## src/hdl/hill_cipher_2x2_encrypt_unit_assert.svh

```systemverilog
`ifndef HILL_CIPHER_2X2_ENCRYPT_UNIT_ASSERT_SVH
`define HILL_CIPHER_2X2_ENCRYPT_UNIT_ASSERT_SVH

// same-cycle implication, checked out of reset
`define HC2_ASSERT_NOW(label, ante, cons, msg) \
    label: assert property (@(posedge clk) disable iff (!rst_n) (ante) |-> (cons)) \
        else $error(msg);

// next-cycle implication, checked out of reset
`define HC2_ASSERT_NEXT(label, ante, cons, msg) \
    label: assert property (@(posedge clk) disable iff (!rst_n) (ante) |=> (cons)) \
        else $error(msg);

`endif

```

## src/hdl/hc2_pkg.sv

```systemverilog
package hc2_pkg;

    localparam int CHAR_W     = 8;
    localparam int CIPHER_W   = 7;
    localparam int KEY_W      = 5;
    localparam int CODE_W     = 5;
    localparam int PROD_W     = KEY_W + CODE_W;
    localparam int SUM_W      = PROD_W + 1;
    localparam int RECIP_W    = 12;
    localparam int RECIP_SHIFT = 16;
    localparam int QUOT_W     = 6;
    localparam int CFG_IDX_W  = 2;

    localparam int PAIR_DEPTH = 2;
    localparam int PAIR_PTR_W = (PAIR_DEPTH > 1) ? $clog2(PAIR_DEPTH) : 1;
    localparam int PAIR_CNT_W = $clog2(PAIR_DEPTH + 1);

    localparam logic [CODE_W-1:0]  CODE_MOD = 5'd26;
    localparam logic [CODE_W-1:0]  PAD_CODE = 5'd23;
    localparam logic [RECIP_W-1:0] RECIP    = 12'd2521;

    localparam logic [CHAR_W-1:0]   ASCII_UPPER_A = 8'd65;
    localparam logic [CHAR_W-1:0]   ASCII_UPPER_Z = 8'd90;
    localparam logic [CHAR_W-1:0]   ASCII_LOWER_A = 8'd97;
    localparam logic [CHAR_W-1:0]   ASCII_LOWER_Z = 8'd122;
    localparam logic [CIPHER_W-1:0] CIPHER_BASE   = 7'd65;

    typedef logic [CODE_W-1:0] code_t;

    typedef enum logic [CFG_IDX_W-1:0] {
        KEY_R0C0 = 2'd0,
        KEY_R0C1 = 2'd1,
        KEY_R1C0 = 2'd2,
        KEY_R1C1 = 2'd3
    } key_idx_t;

    typedef struct packed {
        code_t p1;
        code_t p2;
        logic  is_end;
    } pair_t;

    function automatic code_t reduce_key(input logic [KEY_W-1:0] k);
        code_t r;
        r = (k >= CODE_MOD) ? CODE_W'(k - CODE_MOD) : k;
        return r;
    endfunction

endpackage

```

## src/hdl/hc2_front.sv

```systemverilog
module hc2_front (
    input  logic                      clk,
    input  logic                      rst_n,
    input  logic [hc2_pkg::CHAR_W-1:0] char_in,
    input  logic                      end_of_message,
    input  logic                      push,
    output logic                      full,
    input  logic                      pair_full,
    output logic                      pair_push,
    output hc2_pkg::pair_t            pair
);
    import hc2_pkg::*;

    logic  held_valid_reg, held_valid_next;
    code_t held_letter_reg, held_letter_next;
    logic  is_upper, is_lower, is_letter, accept;
    code_t code;

    assign full   = pair_full;
    assign accept = push && !pair_full;

    always_comb
    begin
        is_upper = (char_in >= ASCII_UPPER_A) && (char_in <= ASCII_UPPER_Z);
        is_lower = (char_in >= ASCII_LOWER_A) && (char_in <= ASCII_LOWER_Z);
        is_letter = is_upper || is_lower;
        code = is_lower ? CODE_W'(char_in - ASCII_LOWER_A) : CODE_W'(char_in - ASCII_UPPER_A);

        held_valid_next  = held_valid_reg;
        held_letter_next = held_letter_reg;
        pair_push        = 1'b0;
        pair.p1          = held_letter_reg;
        pair.p2          = code;
        pair.is_end      = end_of_message;

        if (accept)
        begin
            if (is_letter && held_valid_reg)
            begin
                pair_push        = 1'b1;
                held_valid_next  = 1'b0;
                held_letter_next = '0;
            end
            else if (is_letter && end_of_message)
            begin
                // lone letter at end: pad it
                pair_push   = 1'b1;
                pair.p1     = code;
                pair.p2     = PAD_CODE;
            end
            else if (is_letter)
            begin
                held_valid_next  = 1'b1;
                held_letter_next = code;
            end
            else if (end_of_message && held_valid_reg)
            begin
                pair_push        = 1'b1;
                pair.p2          = PAD_CODE;
                held_valid_next  = 1'b0;
                held_letter_next = '0;
            end
        end
    end

    always_ff @(posedge clk or negedge rst_n)
    begin
        if (!rst_n)
        begin
            held_valid_reg  <= 1'b0;
            held_letter_reg <= '0;
        end
        else
        begin
            held_valid_reg  <= held_valid_next;
            held_letter_reg <= held_letter_next;
        end
    end

endmodule

```

## src/hdl/hc2_pair_fifo.sv

```systemverilog
module hc2_pair_fifo (
    input  logic           clk,
    input  logic           rst_n,
    input  logic           push,
    input  hc2_pkg::pair_t din,
    output logic           full,
    output logic           valid,
    output hc2_pkg::pair_t dout,
    input  logic           pop
);
    import hc2_pkg::*;

    pair_t                 mem_reg [PAIR_DEPTH];
    logic [PAIR_PTR_W-1:0] wr_ptr_reg, rd_ptr_reg;
    logic [PAIR_CNT_W-1:0] count_reg;
    logic                  do_push, do_pop;

    assign full    = (count_reg == PAIR_CNT_W'(PAIR_DEPTH));
    assign valid   = (count_reg != '0);
    assign dout    = mem_reg[rd_ptr_reg];
    assign do_push = push && !full;
    assign do_pop  = pop && valid;

    function automatic logic [PAIR_PTR_W-1:0] ptr_inc(input logic [PAIR_PTR_W-1:0] p);
        logic [PAIR_PTR_W-1:0] n;
        n = (p == PAIR_PTR_W'(PAIR_DEPTH - 1)) ? '0 : PAIR_PTR_W'(p + 1'b1);
        return n;
    endfunction

    always_ff @(posedge clk or negedge rst_n)
    begin
        if (!rst_n)
        begin
            wr_ptr_reg <= '0;
            rd_ptr_reg <= '0;
            count_reg  <= '0;
        end
        else
        begin
            if (do_push)
            begin
                wr_ptr_reg <= ptr_inc(wr_ptr_reg);
            end
            if (do_pop)
            begin
                rd_ptr_reg <= ptr_inc(rd_ptr_reg);
            end
            if (do_push && !do_pop)
            begin
                count_reg <= PAIR_CNT_W'(count_reg + 1'b1);
            end
            else if (do_pop && !do_push)
            begin
                count_reg <= PAIR_CNT_W'(count_reg - 1'b1);
            end
        end
    end

    always_ff @(posedge clk)
    begin
        if (do_push)
        begin
            mem_reg[wr_ptr_reg] <= din;
        end
    end

endmodule

```

## src/hdl/hc2_back.sv

```systemverilog
module hc2_back (
    input  logic                          clk,
    input  logic                          rst_n,
    input  logic                          cfg_write,
    input  logic [hc2_pkg::CFG_IDX_W-1:0] cfg_index,
    input  logic [hc2_pkg::KEY_W-1:0]     cfg_data,
    input  logic                          pair_valid,
    input  hc2_pkg::pair_t                pair,
    output logic                          pair_pop,
    output logic                          empty,
    input  logic                          pop,
    output logic [hc2_pkg::CIPHER_W-1:0]  cipher_char,
    output logic                          pair_last,
    output logic                          message_last
);
    import hc2_pkg::*;

    `include "hill_cipher_2x2_encrypt_unit_assert.svh"

    code_t k00_reg, k01_reg, k10_reg, k11_reg;

    logic              s1_valid_reg, s2_valid_reg, out_valid_reg, phase_reg;
    logic [SUM_W-1:0]  s1_sum0_reg, s1_sum1_reg, s2_sum0_reg, s2_sum1_reg;
    logic              s1_end_reg, s2_end_reg, out_end_reg;
    logic [QUOT_W-1:0] s2_q0_reg, s2_q1_reg;
    code_t             out_c0_reg, out_c1_reg;

    logic                     out_ready, s2_ready, s1_ready;
    logic [SUM_W-1:0]         sum0, sum1;
    logic [SUM_W+RECIP_W-1:0] scaled0, scaled1;
    logic [SUM_W-1:0]         rem0, rem1;
    code_t                    out_code;

    assign out_ready = !out_valid_reg || (pop && phase_reg);
    assign s2_ready  = !s2_valid_reg || out_ready;
    assign s1_ready  = !s1_valid_reg || s2_ready;
    assign pair_pop  = pair_valid && s1_ready;

    always_comb
    begin
        sum0 = SUM_W'(k00_reg * pair.p1) + SUM_W'(k01_reg * pair.p2);
        sum1 = SUM_W'(k10_reg * pair.p1) + SUM_W'(k11_reg * pair.p2);
        // quotient by 26 via scaled reciprocal, exact for sums up to 1250
        scaled0 = (SUM_W+RECIP_W)'(s1_sum0_reg) * (SUM_W+RECIP_W)'(RECIP);
        scaled1 = (SUM_W+RECIP_W)'(s1_sum1_reg) * (SUM_W+RECIP_W)'(RECIP);
        rem0 = SUM_W'(s2_sum0_reg - SUM_W'(s2_q0_reg) * SUM_W'(CODE_MOD));
        rem1 = SUM_W'(s2_sum1_reg - SUM_W'(s2_q1_reg) * SUM_W'(CODE_MOD));
        out_code = phase_reg ? out_c1_reg : out_c0_reg;
    end

    assign empty        = !out_valid_reg;
    assign cipher_char  = CIPHER_W'(out_code) + CIPHER_BASE;
    assign pair_last    = phase_reg;
    assign message_last = phase_reg && out_end_reg;

    always_ff @(posedge clk or negedge rst_n)
    begin
        if (!rst_n)
        begin
            k00_reg       <= 5'd9;
            k01_reg       <= 5'd4;
            k10_reg       <= 5'd5;
            k11_reg       <= 5'd7;
            s1_valid_reg  <= 1'b0;
            s2_valid_reg  <= 1'b0;
            out_valid_reg <= 1'b0;
            phase_reg     <= 1'b0;
        end
        else
        begin
            if (cfg_write)
            begin
                unique case (key_idx_t'(cfg_index))
                    KEY_R0C0: k00_reg <= reduce_key(cfg_data);
                    KEY_R0C1: k01_reg <= reduce_key(cfg_data);
                    KEY_R1C0: k10_reg <= reduce_key(cfg_data);
                    KEY_R1C1: k11_reg <= reduce_key(cfg_data);
                endcase
            end
            if (s1_ready)
            begin
                s1_valid_reg <= pair_valid;
            end
            if (s2_ready)
            begin
                s2_valid_reg <= s1_valid_reg;
            end
            if (out_ready)
            begin
                out_valid_reg <= s2_valid_reg;
                phase_reg     <= 1'b0;
            end
            else if (pop && !phase_reg)
            begin
                phase_reg <= 1'b1;
            end
        end
    end

    always_ff @(posedge clk)
    begin
        if (s1_ready)
        begin
            s1_sum0_reg <= sum0;
            s1_sum1_reg <= sum1;
            s1_end_reg  <= pair.is_end;
        end
        if (s2_ready)
        begin
            s2_sum0_reg <= s1_sum0_reg;
            s2_sum1_reg <= s1_sum1_reg;
            s2_q0_reg   <= scaled0[RECIP_SHIFT +: QUOT_W];
            s2_q1_reg   <= scaled1[RECIP_SHIFT +: QUOT_W];
            s2_end_reg  <= s1_end_reg;
        end
        if (out_ready)
        begin
            out_c0_reg  <= CODE_W'(rem0);
            out_c1_reg  <= CODE_W'(rem1);
            out_end_reg <= s2_end_reg;
        end
    end

    `HC2_ASSERT_NOW(a_letter_range, !empty, (cipher_char >= CIPHER_BASE) && (out_code < CODE_MOD), "cipher letter out of range")
    `HC2_ASSERT_NOW(a_last_on_second, !empty && message_last, pair_last, "message end not on second letter")
    `HC2_ASSERT_NEXT(a_second_follows, pop && !empty && !pair_last, !empty && pair_last, "second letter of pair missing")

endmodule

```

## src/hdl/hill_cipher_2x2_encrypt_unit.sv

```systemverilog
// 2x2 hill cipher encryptor.
// input side is a queue: drive char_in and end_of_message with push; a beat is
// taken on a clock edge with push high and full low. non-letters are dropped,
// lowercase is folded to uppercase, letters are paired.
// result side is a queue: while empty is low the oldest ciphertext letter sits on
// cipher_char with pair_last and message_last; pop high takes the beat.
// each pair gives two beats; pair_last marks the second, message_last marks the
// final letter of a message. a lone letter at end of message is padded with x.
// key entries are written through cfg_write/cfg_index/cfg_data while idle; the
// user must keep to that, the block does not enforce it. a completed pair passes
// the pair queue and registers s1, s2 and out before its first letter is visible;
// the second follows on the next pop. throughput: one input beat per cycle while
// full is low; the output port moves one letter per cycle while pop is high.
// a two-entry pair queue sits between classifier and arithmetic pipeline; when
// the receiver stalls, the pipeline and then the queue fill and full rises.
// reset clears the held letter, the queue and the pipeline and loads key 9 4 5 7.
module hill_cipher_2x2_encrypt_unit (
    input  logic                          clk,
    input  logic                          rst_n,
    input  logic                          cfg_write,
    input  logic [hc2_pkg::CFG_IDX_W-1:0] cfg_index,
    input  logic [hc2_pkg::KEY_W-1:0]     cfg_data,
    input  logic [hc2_pkg::CHAR_W-1:0]    char_in,
    input  logic                          end_of_message,
    input  logic                          push,
    output logic                          full,
    output logic [hc2_pkg::CIPHER_W-1:0]  cipher_char,
    output logic                          pair_last,
    output logic                          message_last,
    output logic                          empty,
    input  logic                          pop
);
    import hc2_pkg::*;

    logic  q_push, q_full, q_valid, q_pop;
    pair_t q_din, q_dout;

    hc2_front u_front (
        .clk            (clk),
        .rst_n          (rst_n),
        .char_in        (char_in),
        .end_of_message (end_of_message),
        .push           (push),
        .full           (full),
        .pair_full      (q_full),
        .pair_push      (q_push),
        .pair           (q_din)
    );

    hc2_pair_fifo u_pair_fifo (
        .clk   (clk),
        .rst_n (rst_n),
        .push  (q_push),
        .din   (q_din),
        .full  (q_full),
        .valid (q_valid),
        .dout  (q_dout),
        .pop   (q_pop)
    );

    hc2_back u_back (
        .clk          (clk),
        .rst_n        (rst_n),
        .cfg_write    (cfg_write),
        .cfg_index    (cfg_index),
        .cfg_data     (cfg_data),
        .pair_valid   (q_valid),
        .pair         (q_dout),
        .pair_pop     (q_pop),
        .empty        (empty),
        .pop          (pop),
        .cipher_char  (cipher_char),
        .pair_last    (pair_last),
        .message_last (message_last)
    );

endmodule
```

## config.mk

```make
export PLATFORM = sky130hd
export DESIGN_NAME = hill_cipher_2x2_encrypt_unit
export DESIGN_NICKNAME = d
export VERILOG_FILES = /design/src/hdl/hc2_pkg.sv /design/src/hdl/hc2_front.sv /design/src/hdl/hc2_pair_fifo.sv /design/src/hdl/hc2_back.sv /design/src/hdl/hill_cipher_2x2_encrypt_unit.sv
export VERILOG_INCLUDE_DIRS = /design/src /design/src/hdl
export SDC_FILE = /design/constraint.sdc
export NUM_CORES = 1
export LEC_CHECK = 0
export BUFFER_PORTS_ARGS = -buffer_cell sky130_fd_sc_hd__buf_4
export CAP_MARGIN = 25
export CORE_ASPECT_RATIO = 1.75
export CORE_MARGIN = 4
export CORE_UTILIZATION = 55
export CTS_BUF_LIST = sky130_fd_sc_hd__clkbuf_8
export DETAILED_ROUTE_END_ITERATION = 10
export PLACE_DENSITY = 0.77
export REMOVE_ABC_BUFFERS = 1
export SLEW_MARGIN = 10
export SYNTH_ARGS = -nofsm -noshare
export SYNTH_HDL_FRONTEND = slang
export SYNTH_SLANG_ARGS = --single-unit
export TNS_END_PERCENT = 10
```

## constraint.sdc

```tcl
create_clock -name clk -period 6 [get_ports clk]
set_input_delay 1.2 -clock clk [delete_from_list [all_inputs] [get_ports clk]]
set_output_delay 1.2 -clock clk [all_outputs]
set_load 0.05 [all_outputs]
```

==> metrics.txt, run 1 <==
# TYPE chip_impl_metric gauge
chip_impl_metric{name="sequential_to_total_area_share_from_yosys_stat",unit=""} 0.267
chip_impl_metric{name="grt_start_max_net_pins",unit=""} 35
chip_impl_metric{name="finalWeightedCongestion",unit=""} 0.879
chip_impl_metric{name="final_cell_count_no_fill",unit=""} 1370
chip_impl_metric{name="cts-root-to-sink-buffers",unit=""} 2
chip_impl_metric{name="synthArstFlopShare",unit=""} 0.312
chip_impl_metric{name="worst_setup_skew_after_layout",unit="ns"} 0.0116
chip_impl_metric{name="flow.area_growth_from_synthesis",unit="%"} 6.61
chip_impl_metric{name="period_share",unit=""} 0.952
chip_impl_metric{name="crit_fanout",unit=""} 12
chip_impl_metric{name="critical_path_depth",unit=""} 16
chip_impl_info{name="critical-path-top-cell-by-count",value="fa_1"} 1
chip_impl_metric{name="via_count_of_the_first_global_routing_pass",unit=""} 8411
chip_impl_metric{name="number_of_synthesized_flops_with_an_enable_pin",unit=""} 75
chip_impl_metric{name="cts_htree_levels",unit=""} 3
chip_impl_metric{name="reg2reg_setup_slack",unit="ns"} 0.29
chip_impl_metric{name="detailed_place_hpwl",unit="mm"} 18.8
chip_impl_metric{name="timing_worst_slew_pin_value",unit="ns"} 0.917
chip_impl_info{name="worstPathCellList",value="mux2i_1 -> buf_4 -> nor2b_1 -> fa_1 -> inv_1 -> fa_1 -> fa_1 -> fa_1 -> inv_1 -> fa_1 -> ha_1 -> a21oi_1 -> nor2b_1 -> o21a_1 -> o41ai_1 -> xnor2_1"} 1
chip_impl_metric{name="firstDrtPassIters",unit=""} 4
chip_impl_metric{name="worst-r2r-cell-count",unit=""} 16
chip_impl_metric{name="maxCapViolations",unit=""} 0
chip_impl_metric{name="ioPinCount",unit=""} 32
chip_impl_info{name="synth_area_leader_cell",value="fa_1"} 1
chip_impl_metric{name="dr.first_iter.drc_count",unit=""} 186
chip_impl_metric{name="cell_area_after_synthesis",unit="mm²"} 0.0117
chip_impl_metric{name="io_buffer_count",unit=""} 30
chip_impl_info{name="path_delay_family",value="adder cells"} 1
chip_impl_metric{name="globalRouteOverflowTotal",unit=""} 0
chip_impl_metric{name="placementRows",unit=""} 70
chip_impl_metric{name="final_period_minus_worst_setup_slack",unit="ns"} 5.71
chip_impl_metric{name="fmax",unit="GHz"} 0.175
chip_impl_metric{name="grtUsageTotal",unit=""} 0.195
chip_impl_info{name="tritoncts",value="built"} 1
chip_impl_metric{name="synth.distinct_cells",unit=""} 57
chip_impl_metric{name="largest_register_ff_count",unit=""} 22
chip_impl_info{name="crit_path_top_delay_cell",value="dfrtp_1"} 1
chip_impl_metric{name="clk_latency",unit="ns"} 0.39
chip_impl_metric{name="yosys_register_bits",unit=""} 109
chip_impl_metric{name="ctsHoldBuffers",unit=""} 0
chip_impl_metric{name="core",unit="mm²"} 0.0209
chip_impl_metric{name="antenna_violation_net_count_after_detailed_routing",unit=""} 0
chip_impl_metric{name="ys_warn_count",unit=""} 0
chip_impl_metric{name="die_y",unit="µm"} 201
chip_impl_metric{name="worst_path_largest_cell_delay",unit="ns"} 0.71
chip_impl_info{name="worst_setup_path_endpoint",value="u_back.s1_sum1_reg[9]"} 1
chip_impl_info{name="rsz_0062_raised_after_global_routing",value="no"} 1
chip_impl_metric{name="wirelength",unit="mm"} 21.4
chip_impl_metric{name="start_util",unit=""} 0.557
chip_impl_metric{name="floorplan.die.width",unit="µm"} 118
chip_impl_metric{name="post-cts-setup-buffer-count",unit=""} 0
chip_impl_metric{name="synth_largest_type_area_fraction",unit=""} 0.233
chip_impl_metric{name="global_route_wire_length_before_repair",unit="mm"} 37.5
chip_impl_metric{name="routed-via-count",unit=""} 7350
chip_impl_metric{name="avgRoutedWirePerCell",unit="µm"} 15.6
chip_impl_metric{name="numClockSinks",unit=""} 109
chip_impl_metric{name="insertedDiodeCount",unit=""} 0
chip_impl_info{name="main_flop_type_after_synthesis",value="edfxtp_1"} 1
chip_impl_metric{name="worst_ep_arrival_time",unit="ns"} 5.85
chip_impl_metric{name="synthesis.instances",unit=""} 1073
chip_impl_info{name="hold_path_class",value="reg2reg"} 1
chip_impl_info{name="critical_path.reg2reg.startpoint",value="u_pair_fifo.rd_ptr_reg"} 1
chip_impl_metric{name="tritoncts.num_buffers",unit=""} 9
chip_impl_info{name="worstSetupEndpointType",value="flip-flop"} 1
chip_impl_metric{name="number_of_cells_upsized_or_downsized_after_cts",unit=""} 0
chip_impl_metric{name="post_synth.cell_area_avg",unit="µm²"} 10.9
chip_impl_info{name="dominant_cells_by_area_after_synthesis",value="fa_1 23%, ha_1 21%, edfxtp_1 19%, inv_1 7.4%, dfrtp_1 5.6%"} 1
chip_impl_metric{name="crit_buf_inv",unit=""} 3
chip_impl_metric{name="cp.required",unit="ns"} 6.14
chip_impl_metric{name="detail_route.drc_violations",unit=""} 0
chip_impl_metric{name="relative_slew_slack",unit=""} 0.386
chip_impl_info{name="synthMostInstantiatedCell",value="inv_1"} 1
chip_impl_info{name="netlist_top_cells_count",value="230 x inv_1, 196 x ha_1, 136 x fa_1"} 1
chip_impl_metric{name="setup_total_negative_slack",unit="ns"} 0
chip_impl_metric{name="slew_violations",unit=""} 0
chip_impl_info{name="cp-startpoint",value="u_pair_fifo.rd_ptr_reg"} 1
chip_impl_info{name="clk_root_buffer_cell",value="clkbuf_8"} 1
chip_impl_metric{name="proportion_of_layout_cells_with_a_drive_suffix_above_1",unit=""} 0.0733
chip_impl_metric{name="number_of_antenna_violations_at_the_first_check_in_global_routing",unit=""} 0
chip_impl_metric{name="clk_pin_slew",unit="ns"} 0.12
chip_impl_info{name="outcome",value="completed"} 1
chip_impl_metric{name="post_drt_via_cell_ratio",unit=""} 5.36
chip_impl_info{name="critical_path.startpoint_type",value="flip-flop"} 1
chip_impl_info{name="timing.setup.critical_path_class",value="reg2reg"} 1
chip_impl_metric{name="die_area",unit="mm²"} 0.0237
chip_impl_metric{name="timing_hold_violations_final",unit=""} 0
chip_impl_metric{name="dp.cells",unit=""} 1353
chip_impl_metric{name="finalSetupViolations",unit=""} 0
chip_impl_metric{name="finalNetCount",unit=""} 1466
chip_impl_info{name="timing.rr.end",value="u_back.s1_sum1_reg[9]"} 1
-- routing by layer --
metal	global-route usage	vias to the layer above	share of wire
li1	-	3549	-
met1	0.192	3612	0.34
met2	0.395	125	0.59
met3	0.0180	64	0.021
met4	0.0981	0	0.047
met5	0	-	0
-- area by class of cell --
type | count | area, µm²
clock buffers | 9 | 124
clock inverters | 7 | 104
fillers | 1663 | 8500
inverters | 230 | 863
multi-input cells | 728 | 7650
flip-flops and latches | 109 | 3110
well taps | 252 | 315
repair buffers | 35 | 263
-- logic make-up after synthesis --
family	share of synthesized area
flip-flops	0.267
XOR/XNOR	0.0420
AND/OR/NAND/NOR	0.0926
adder cells (fa/ha/maj)	0.444
AO/OA/AOI/OAI	0.0610
other	0.000321
multiplexers	0.0166
buffers and inverters	0.0770
-- placed cells by master, fill, tap and decap left out, drive strengths merged, types with 5 or more instances in the layout --
cell type | synthesis | routed
a21o | 14 | 14
xor2 | 17 | 17
nand2 | 78 | 78
ha | 196 | 196
o21ai | 42 | 42
mux2 | 11 | 11
fa | 136 | 136
clkbuf | 2 | 10
buf | 4 | 34
a31o | 5 | 5
xnor2 | 39 | 39
dfrtp | 26 | 26
nor2b | 44 | 44
dfstp | 8 | 8
inv | 230 | 232
edfxtp | 75 | 75
nor2 | 17 | 17
nand2b | 10 | 10
a21oi | 22 | 22
mux2i | 7 | 7
and2 | 35 | 35
nand3 | 5 | 5
-- worst min path at each step --
stage | from | end | slack, ns | cells past startpoint
final | u_back.s2_sum1_reg[0] | u_back.out_c1_reg[0] | 0.43 | 0
after global routing | u_back.s2_sum1_reg[0] | u_back.out_c1_reg[0] | 0.44 | 0
after CTS | u_back.s2_sum1_reg[0] | u_back.out_c1_reg[0] | 0.43 | 0
after detailed placement | u_back.s2_sum1_reg[0] | u_back.out_c1_reg[0] | 0.41 | 0
after global placement | u_back.s1_end_reg | u_back.s2_end_reg | 0.40 | 0
after floorplan | u_back.s2_sum0_reg[0] | u_back.out_c0_reg[0] | 0.40 | 0
-- per-stage QoR --
stage	cell area, µm²	setup slack [ns]	hold slack (ns)	util
after floorplan	11600	0.586	0.400	-
final	12400	0.288	0.426	0.594
after detailed placement	12200	0.338	0.408	0.583
after global placement	12200	0.491	0.401	0.583
after global routing	12400	0.0606	0.440	0.594
after CTS	12400	0.312	0.427	0.594
Power of run 1 is not shown: default switching activity piles up to over one toggle a cycle in this logic, so the estimate is an artifact.
==> inputs of run 2 (changes only) <==
--- a/config.mk
+++ b/config.mk
@@ -13,7 +13,8 @@
 export CORE_UTILIZATION = 55
 export CTS_BUF_LIST = sky130_fd_sc_hd__clkbuf_8
 export DETAILED_ROUTE_END_ITERATION = 10
-export PLACE_DENSITY = 0.77
+export GPL_ROUTABILITY_DRIVEN = 1
+export PLACE_DENSITY = 0.84
 export REMOVE_ABC_BUFFERS = 1
 export SLEW_MARGIN = 10
 export SYNTH_ARGS = -nofsm -noshare
==> run 2 against run 1 <==
  * Register-to-register slack improved by 0.07 ns
  * Core utilization hardly changed
  * Hold slack improved by 0.0058 ns
  * Clock skew rose by 0.012 ns
  * Global-route usage is 0.52 points lower
  * First-iteration DRC count grew 17%
  * Critical endpoint unchanged
  * Largest cell class unchanged
==> metrics.txt, run 2 (same netlist as run 1, synthesis figures left out) <==
# TYPE chip_impl_metric gauge
chip_impl_metric{name="clk_pin_slew",unit="ns"} 0.13
chip_impl_metric{name="worst_setup_skew_after_layout",unit="ns"} 0.0239
chip_impl_metric{name="final_period_minus_worst_setup_slack",unit="ns"} 5.64
chip_impl_metric{name="dr.first_iter.drc_count",unit=""} 217
chip_impl_metric{name="tritoncts.num_buffers",unit=""} 9
chip_impl_metric{name="largest_register_ff_count",unit=""} 22
chip_impl_metric{name="via_count_of_the_first_global_routing_pass",unit=""} 8247
chip_impl_metric{name="globalRouteOverflowTotal",unit=""} 0
chip_impl_metric{name="setup_total_negative_slack",unit="ns"} 0
chip_impl_metric{name="io_buffer_count",unit=""} 30
chip_impl_info{name="hold_path_class",value="reg2reg"} 1
chip_impl_info{name="critical_path.startpoint_type",value="flip-flop"} 1
chip_impl_info{name="crit_path_top_delay_cell",value="dfrtp_2"} 1
chip_impl_info{name="commonest_non_fill_non_tap_cell_in_the_layout",value="inv_1"} 1
chip_impl_metric{name="antenna_violation_net_count_after_detailed_routing",unit=""} 0
chip_impl_metric{name="flow.area_growth_from_synthesis",unit="%"} 6.60
chip_impl_metric{name="period_share",unit=""} 0.941
chip_impl_metric{name="placementRows",unit=""} 70
chip_impl_info{name="mostFrequentLayoutCells",value="230 x inv_1, 196 x ha_1, 136 x fa_1"} 1
chip_impl_metric{name="worst_path_largest_cell_delay",unit="ns"} 0.58
chip_impl_metric{name="cp.required",unit="ns"} 6.15
chip_impl_metric{name="finalWeightedCongestion",unit=""} 0.890
chip_impl_metric{name="fmax",unit="GHz"} 0.177
chip_impl_info{name="critical-path-top-cell-by-count",value="fa_1"} 1
chip_impl_metric{name="die_y",unit="µm"} 201
chip_impl_metric{name="detail_route.drc_violations",unit=""} 0
chip_impl_metric{name="multi_input_gate_area_in_the_final_layout",unit="mm²"} 0.00765
chip_impl_metric{name="finalNetCount",unit=""} 1466
chip_impl_metric{name="seq_area",unit="mm²"} 0.00311
chip_impl_info{name="worstPathCellList",value="mux2i_1 -> buf_4 -> nor2b_1 -> fa_1 -> inv_1 -> fa_1 -> fa_1 -> fa_1 -> inv_1 -> fa_1 -> ha_1 -> a21oi_1 -> nor2b_1 -> o21a_1 -> o41ai_1 -> xnor2_1"} 1
chip_impl_metric{name="grtUsageTotal",unit=""} 0.190
chip_impl_metric{name="dpl_cell_area",unit="mm²"} 0.0122
chip_impl_info{name="worstSetupEndpointType",value="flip-flop"} 1
chip_impl_metric{name="proportion_of_layout_cells_with_a_drive_suffix_above_1",unit=""} 0.0742
chip_impl_metric{name="floorplan.die.width",unit="µm"} 118
chip_impl_metric{name="worst_ep_arrival_time",unit="ns"} 5.79
chip_impl_metric{name="relative_slew_slack",unit=""} 0.376
chip_impl_metric{name="insertedDiodeCount",unit=""} 0
chip_impl_metric{name="die_area",unit="mm²"} 0.0237
chip_impl_metric{name="start_util",unit=""} 0.557
chip_impl_metric{name="detailed_place_hpwl",unit="mm"} 18.7
chip_impl_metric{name="timing_hold_violations_final",unit=""} 0
chip_impl_info{name="outcome",value="completed"} 1
chip_impl_metric{name="firstDrtPassIters",unit=""} 4
chip_impl_metric{name="hold_slack",unit="ns"} 0.432
chip_impl_metric{name="cts_htree_levels",unit=""} 3
chip_impl_metric{name="avgRoutedWirePerCell",unit="µm"} 15.6
chip_impl_metric{name="post-cts-setup-buffer-count",unit=""} 0
chip_impl_metric{name="timing_worst_slew_pin_value",unit="ns"} 0.932
chip_impl_metric{name="global_route_wire_length_before_repair",unit="mm"} 36.7
chip_impl_metric{name="numClockSinks",unit=""} 109
chip_impl_metric{name="post-route-cell-area",unit="mm²"} 0.0124
chip_impl_metric{name="layout.filler_cells",unit=""} 1608
chip_impl_metric{name="post_drt_via_cell_ratio",unit=""} 5.40
chip_impl_info{name="tritoncts",value="built"} 1
chip_impl_info{name="rsz_0062_raised_after_global_routing",value="no"} 1
chip_impl_metric{name="wirelength",unit="mm"} 21.4
chip_impl_metric{name="cts-root-to-sink-buffers",unit=""} 2
chip_impl_metric{name="maxCapViolations",unit=""} 0
chip_impl_info{name="clk_root_buffer_cell",value="clkbuf_8"} 1
chip_impl_metric{name="grt_start_max_net_pins",unit=""} 35
chip_impl_metric{name="slew_violations",unit=""} 0
chip_impl_metric{name="core",unit="mm²"} 0.0209
chip_impl_metric{name="number_of_antenna_violations_at_the_first_check_in_global_routing",unit=""} 0
chip_impl_metric{name="routed-via-count",unit=""} 7404
chip_impl_info{name="timing.setup.critical_path_class",value="reg2reg"} 1
chip_impl_metric{name="crit_fanout",unit=""} 12
chip_impl_metric{name="ioPinCount",unit=""} 32
chip_impl_metric{name="clk_latency",unit="ns"} 0.40
chip_impl_metric{name="finalSetupViolations",unit=""} 0
-- run 2: cell count changes in the layout (fill, tap and decap cells not counted), sizes merged --
cell,before,now
clkbuf,10,9
bufinv,1,0
inv,232,234
buf,34,35
clkinvlp,1,0
-- run 2: cell type report --
| type | count | area share |
|---|---|---|
| Tap cell | 252 | 0.0254 |
| Clock buffer | 9 | 0.00996 |
| Multi-Input combinational cell | 728 | 0.616 |
| Timing Repair Buffer | 35 | 0.0211 |
| Clock inverter | 7 | 0.00815 |
| Sequential cell | 109 | 0.250 |
| Inverter | 230 | 0.0694 |
-- run 2: metrics by stage --
stage | std cells | worst slack [ns] | utilization
2_1_floorplan | 1067 | 0.586 | -
3_3_place_gp | 1353 | 0.542 | 0.583
3_5_place_dp | 1353 | 0.239 | 0.583
4_1_cts | 1369 | 0.181 | 0.594
5_1_grt | 1370 | 0.0866 | 0.594
6_report | 1370 | 0.356 | 0.594
-- run 2: routing by layer --
| metal | track usage | vias to the layer above | wire length (µm) |
|---|---|---|---|
| li1 | - | 3547 | - |
| met1 | 0.181 | 3660 | 7380 |
| met2 | 0.389 | 127 | 12600 |
| met3 | 0.0189 | 70 | 400 |
| met4 | 0.0960 | 0 | 1020 |
| met5 | 0 | - | 0 |
-- run 2: critical path: cells and delay by family, from the launching register on --
kind / cells / cell delay (ns)
XOR/XNOR: 1 / 0.12
multiplexers: 1 / 0.53
adder cells (fa/ha/maj): 6 / 2.89
flip-flops: 1 / 0.58
buffers and inverters: 3 / 0.36
AO/OA/AOI/OAI: 3 / 0.78
AND/OR/NAND/NOR: 2 / 0.14
-- run 2: what timing repair did --
item | 4_1_cts | 5_1_grt
gates resized for setup | 0 | 1
hold buffers | 0 | 0
setup endpoints to repair | 0 | 2
-- run 2: final timing paths --
kind                       slack (ns)                     to                    from  cells past startpoint
setup / recovery                 0.36  u_back.s1_sum1_reg[9]  u_pair_fifo.rd_ptr_reg                     16
hold / removal                   0.43      u_back.s2_end_reg       u_back.s1_end_reg                      0
setup reg to reg                 0.36  u_back.s1_sum1_reg[9]  u_pair_fifo.rd_ptr_reg                     16
hold reg to reg                  0.43      u_back.s2_end_reg       u_back.s1_end_reg                      0
max in group asynchronous        4.90      u_back.k00_reg[0]                   rst_n                      1
min in group asynchronous        0.74      u_back.k10_reg[3]                   rst_n                      1
Power of run 2 is left out for the same reason.
==> inputs of run 3 (changes only) <==
--- a/config.mk
+++ b/config.mk
@@ -19,5 +19,6 @@
 export SLEW_MARGIN = 10
 export SYNTH_ARGS = -nofsm -noshare
 export SYNTH_HDL_FRONTEND = slang
+export SYNTH_HIERARCHICAL = 1
 export SYNTH_SLANG_ARGS = --single-unit
 export TNS_END_PERCENT = 10
==> run 3 against run 2 <==
  * Final area rose by 1.9%
  * Clock skew shrank 0.0039 ns
  * Global-route usage increased by 0.64 points
  * Maximum frequency down 0.38%
  * Register-to-register slack lost 0.02 ns
  * Final cell count up 3.5%
  * Routed wire length up 3.8%
  * Setup slack worse by 0.022 ns
==> metrics.txt, run 3 <==
# TYPE chip_impl_metric gauge
chip_impl_info{name="synthMostInstantiatedCell",value="inv_1"} 1
chip_impl_metric{name="grtUsageTotal",unit=""} 0.197
chip_impl_metric{name="number_of_cells_upsized_or_downsized_after_cts",unit=""} 0
chip_impl_metric{name="proportion_of_layout_cells_with_a_drive_suffix_above_1",unit=""} 0.0826
chip_impl_info{name="mostFrequentLayoutCells",value="230 x inv_1, 194 x ha_1, 136 x fa_1"} 1
chip_impl_metric{name="io_buffer_count",unit=""} 30
chip_impl_metric{name="dp.cells",unit=""} 1402
chip_impl_metric{name="maxCapViolations",unit=""} 0
chip_impl_info{name="clk_root_buffer_cell",value="clkbuf_8"} 1
chip_impl_metric{name="share_of_the_synthesized_area_in_compound_gates_ao_oa_aoi_oai",unit=""} 0.0580
chip_impl_metric{name="global_route_wire_length_before_repair",unit="mm"} 38.7
chip_impl_metric{name="tritoncts.num_buffers",unit=""} 9
chip_impl_info{name="largest_family_of_logic_cells_by_synthesized_area",value="adder cells"} 1
chip_impl_metric{name="synth_largest_type_area_fraction",unit=""} 0.228
chip_impl_info{name="tritoncts",value="built"} 1
chip_impl_metric{name="synth.distinct_cells",unit=""} 71
chip_impl_info{name="critical_path.startpoint_type",value="flip-flop"} 1
chip_impl_metric{name="dr.first_iter.drc_count",unit=""} 184
chip_impl_metric{name="cts_htree_levels",unit=""} 3
chip_impl_metric{name="antenna_violation_net_count_after_detailed_routing",unit=""} 0
chip_impl_metric{name="cp.required",unit="ns"} 6.14
chip_impl_metric{name="floorplan.die.width",unit="µm"} 119
chip_impl_metric{name="insertedDiodeCount",unit=""} 0
chip_impl_info{name="commonest_non_fill_non_tap_cell_in_the_layout",value="inv_1"} 1
chip_impl_metric{name="cell_area_after_synthesis",unit="mm²"} 0.0119
chip_impl_metric{name="synth_simple_gate_area_share",unit=""} 0.107
chip_impl_metric{name="synth.mux.area_fraction",unit=""} 0.0259
chip_impl_metric{name="clk_latency",unit="ns"} 0.38
chip_impl_metric{name="period_share",unit=""} 0.944
chip_impl_info{name="dominant_cells_by_area_after_synthesis",value="fa_1 23%, ha_1 20%, edfxtp_1 19%, inv_1 7.2%, dfrtp_1 5.5%"} 1
chip_impl_metric{name="post_drt_via_cell_ratio",unit=""} 5.29
chip_impl_metric{name="timing_worst_slew_pin_value",unit="ns"} 0.889
chip_impl_metric{name="finalSetupViolations",unit=""} 0
chip_impl_info{name="netlist_top_cells_count",value="230 x inv_1, 194 x ha_1, 136 x fa_1"} 1
chip_impl_metric{name="layout.filler_cells",unit=""} 1681
chip_impl_metric{name="setup_total_negative_slack",unit="ns"} 0
chip_impl_metric{name="final_core_util",unit=""} 0.592
chip_impl_metric{name="finalNetCount",unit=""} 1472
chip_impl_metric{name="detailed_place_hpwl",unit="mm"} 19.4
chip_impl_metric{name="number_of_synthesized_flops_with_an_enable_pin",unit=""} 75
chip_impl_metric{name="globalRouteOverflowTotal",unit=""} 0
chip_impl_metric{name="via_count_of_the_first_global_routing_pass",unit=""} 8600
chip_impl_metric{name="placementRows",unit=""} 71
chip_impl_metric{name="synthArstFlopShare",unit=""} 0.312
chip_impl_metric{name="final_cell_count_no_fill",unit=""} 1418
chip_impl_metric{name="largest_register_ff_count",unit=""} 22
chip_impl_metric{name="multi_input_gate_area_in_the_final_layout",unit="mm²"} 0.00789
chip_impl_metric{name="clk_pin_slew",unit="ns"} 0.12
chip_impl_metric{name="number_of_antenna_violations_at_the_first_check_in_global_routing",unit=""} 0
chip_impl_metric{name="firstDrtPassIters",unit=""} 4
chip_impl_metric{name="worst_ep_arrival_time",unit="ns"} 5.81
chip_impl_metric{name="yosys_register_bits",unit=""} 109
chip_impl_info{name="main_flop_type_after_synthesis",value="edfxtp_1"} 1
chip_impl_metric{name="flow.area_growth_from_synthesis",unit="%"} 6.29
chip_impl_metric{name="wirelength",unit="mm"} 22.2
chip_impl_metric{name="die_y",unit="µm"} 203
chip_impl_metric{name="numClockSinks",unit=""} 109
chip_impl_metric{name="relative_slew_slack",unit=""} 0.405
chip_impl_info{name="synth_area_leader_cell",value="fa_1"} 1
chip_impl_info{name="timing.setup.critical_path_class",value="reg2reg"} 1
chip_impl_metric{name="grt_start_max_net_pins",unit=""} 35
chip_impl_metric{name="timing_hold_violations_final",unit=""} 0
chip_impl_info{name="hold_path_class",value="reg2reg"} 1
chip_impl_metric{name="ioPinCount",unit=""} 32
chip_impl_info{name="rsz_0062_raised_after_global_routing",value="no"} 1
chip_impl_metric{name="crit_fanout",unit=""} 11
chip_impl_metric{name="start_util",unit=""} 0.557
chip_impl_metric{name="detail_route.drc_violations",unit=""} 0
chip_impl_info{name="outcome",value="completed"} 1
chip_impl_metric{name="routed-via-count",unit=""} 7504
chip_impl_metric{name="ctsHoldBuffers",unit=""} 0
chip_impl_metric{name="die_area",unit="mm²"} 0.0242
chip_impl_metric{name="post_synth_fa_ha_maj_area_fraction",unit=""} 0.432
chip_impl_metric{name="ys_warn_count",unit=""} 6
chip_impl_metric{name="sequential_to_total_area_share_from_yosys_stat",unit=""} 0.261
chip_impl_metric{name="core",unit="mm²"} 0.0214
chip_impl_metric{name="synthesis.instances",unit=""} 1088
chip_impl_metric{name="final_period_minus_worst_setup_slack",unit="ns"} 5.67
chip_impl_metric{name="post-cts-setup-buffer-count",unit=""} 0
chip_impl_metric{name="post_synth.cell_area_avg",unit="µm²"} 11.0
chip_impl_metric{name="fmax",unit="GHz"} 0.177
chip_impl_metric{name="cts-root-to-sink-buffers",unit=""} 2
chip_impl_metric{name="yosys.area_share.xor_xnor",unit=""} 0.0389
chip_impl_metric{name="worst_setup_skew_after_layout",unit="ns"} 0.0200
chip_impl_metric{name="slew_violations",unit=""} 0
chip_impl_metric{name="avgRoutedWirePerCell",unit="µm"} 15.6
chip_impl_metric{name="seq_area",unit="mm²"} 0.00311
chip_impl_info{name="worstSetupEndpointType",value="flip-flop"} 1
chip_impl_metric{name="finalWeightedCongestion",unit=""} 0.909
==> run 3: cell count changes in the layout (fill, tap and decap cells not counted), sizes merged, moves of 4 or more <==
cell | previous run | this run
a31o | 5 | 0
and2 | 35 | 78
and3 | 2 | 6
mux2 | 11 | 19
nand2 | 78 | 64
nand2b | 10 | 5
nand3 | 5 | 10
nor2 | 17 | 26
nor2b | 44 | 9
nor3 | 4 | 11
o21ai | 42 | 28
==> run 3: worst max-delay path, stage by stage, from the launching register on <==
cell	delay (ns)
dfrtp_1	0.76
mux2_4	0.40
and2_1	0.17
fa_1	0.55
inv_1	0.05
fa_1	0.48
inv_1	0.06
fa_1	0.50
fa_1	0.54
inv_1	0.05
fa_1	0.53
inv_1	0.04
ha_1	0.33
a21oi_1	0.24
nor2b_1	0.08
o21a_1	0.19
o41a_1	0.32
xor2_1	0.15
==> run 3: final cells by class <==
cell class / count / area share
Clock buffer: 10 / 0.0109
Clock inverter: 6 / 0.00494
Inverter: 230 / 0.0681
Multi-Input combinational cell: 739 / 0.623
Sequential cell: 109 / 0.246
Tap cell: 292 / 0.0288
Timing Repair Buffer: 32 / 0.0190
==> run 3: path summary, 6_finish.rpt <==
| kind | slack (ns) | to | start | cells past startpoint |
|---|---|---|---|---|
| hold / removal | 0.44 | u_back/out_c1_reg[0] | u_back/s2_sum1_reg[0] | 0 |
| hold reg to reg | 0.44 | u_back/out_c1_reg[0] | u_back/s2_sum1_reg[0] | 0 |
| setup / recovery | 0.33 | u_back/s1_sum1_reg[9] | u_pair_fifo/rd_ptr_reg | 17 |
| min in group asynchronous | 0.75 | u_front/held_letter_reg[3] | rst_n | 1 |
| setup reg to reg | 0.33 | u_back/s1_sum1_reg[9] | u_pair_fifo/rd_ptr_reg | 17 |
| max in group asynchronous | 4.87 | u_back/k10_reg[2] | rst_n | 1 |
==> run 3: cells by family after synthesis <==
group                    count (synthesis)
multiplexers                            24
AND/OR/NAND/NOR                        233
AO/OA/AOI/OAI                           98
XOR/XNOR                                53
buffers and inverters                  240
adder cells (fa/ha/maj)                330
other                                    1
flip-flops                             109
==> run 3: metal layers <==
metal | up-vias | part of all wire | wire length (µm) | global-route usage
met4 | 0 | 0.043 | 962 | 0.0848
met3 | 74 | 0.024 | 538 | 0.0245
met1 | 3677 | 0.34 | 7550 | 0.192
met5 | - | 0 | 0 | 0
li1 | 3606 | - | - | -
met2 | 147 | 0.59 | 13100 | 0.402
==> run 3: metrics by stage <==
| stage | instance area, µm² | setup WS, ns | hold slack, ns |
|---|---|---|---|
| 2_1_floorplan | 11900 | 0.640 | 0.400 |
| 3_3_place_gp | 12500 | 0.527 | 0.404 |
| 3_5_place_dp | 12500 | 0.382 | 0.415 |
| 4_1_cts | 12700 | 0.367 | 0.441 |
| 5_1_grt | 12700 | 0.168 | 0.450 |
| 6_report | 12700 | 0.335 | 0.437 |
Power of run 3 is left out for the same reason.
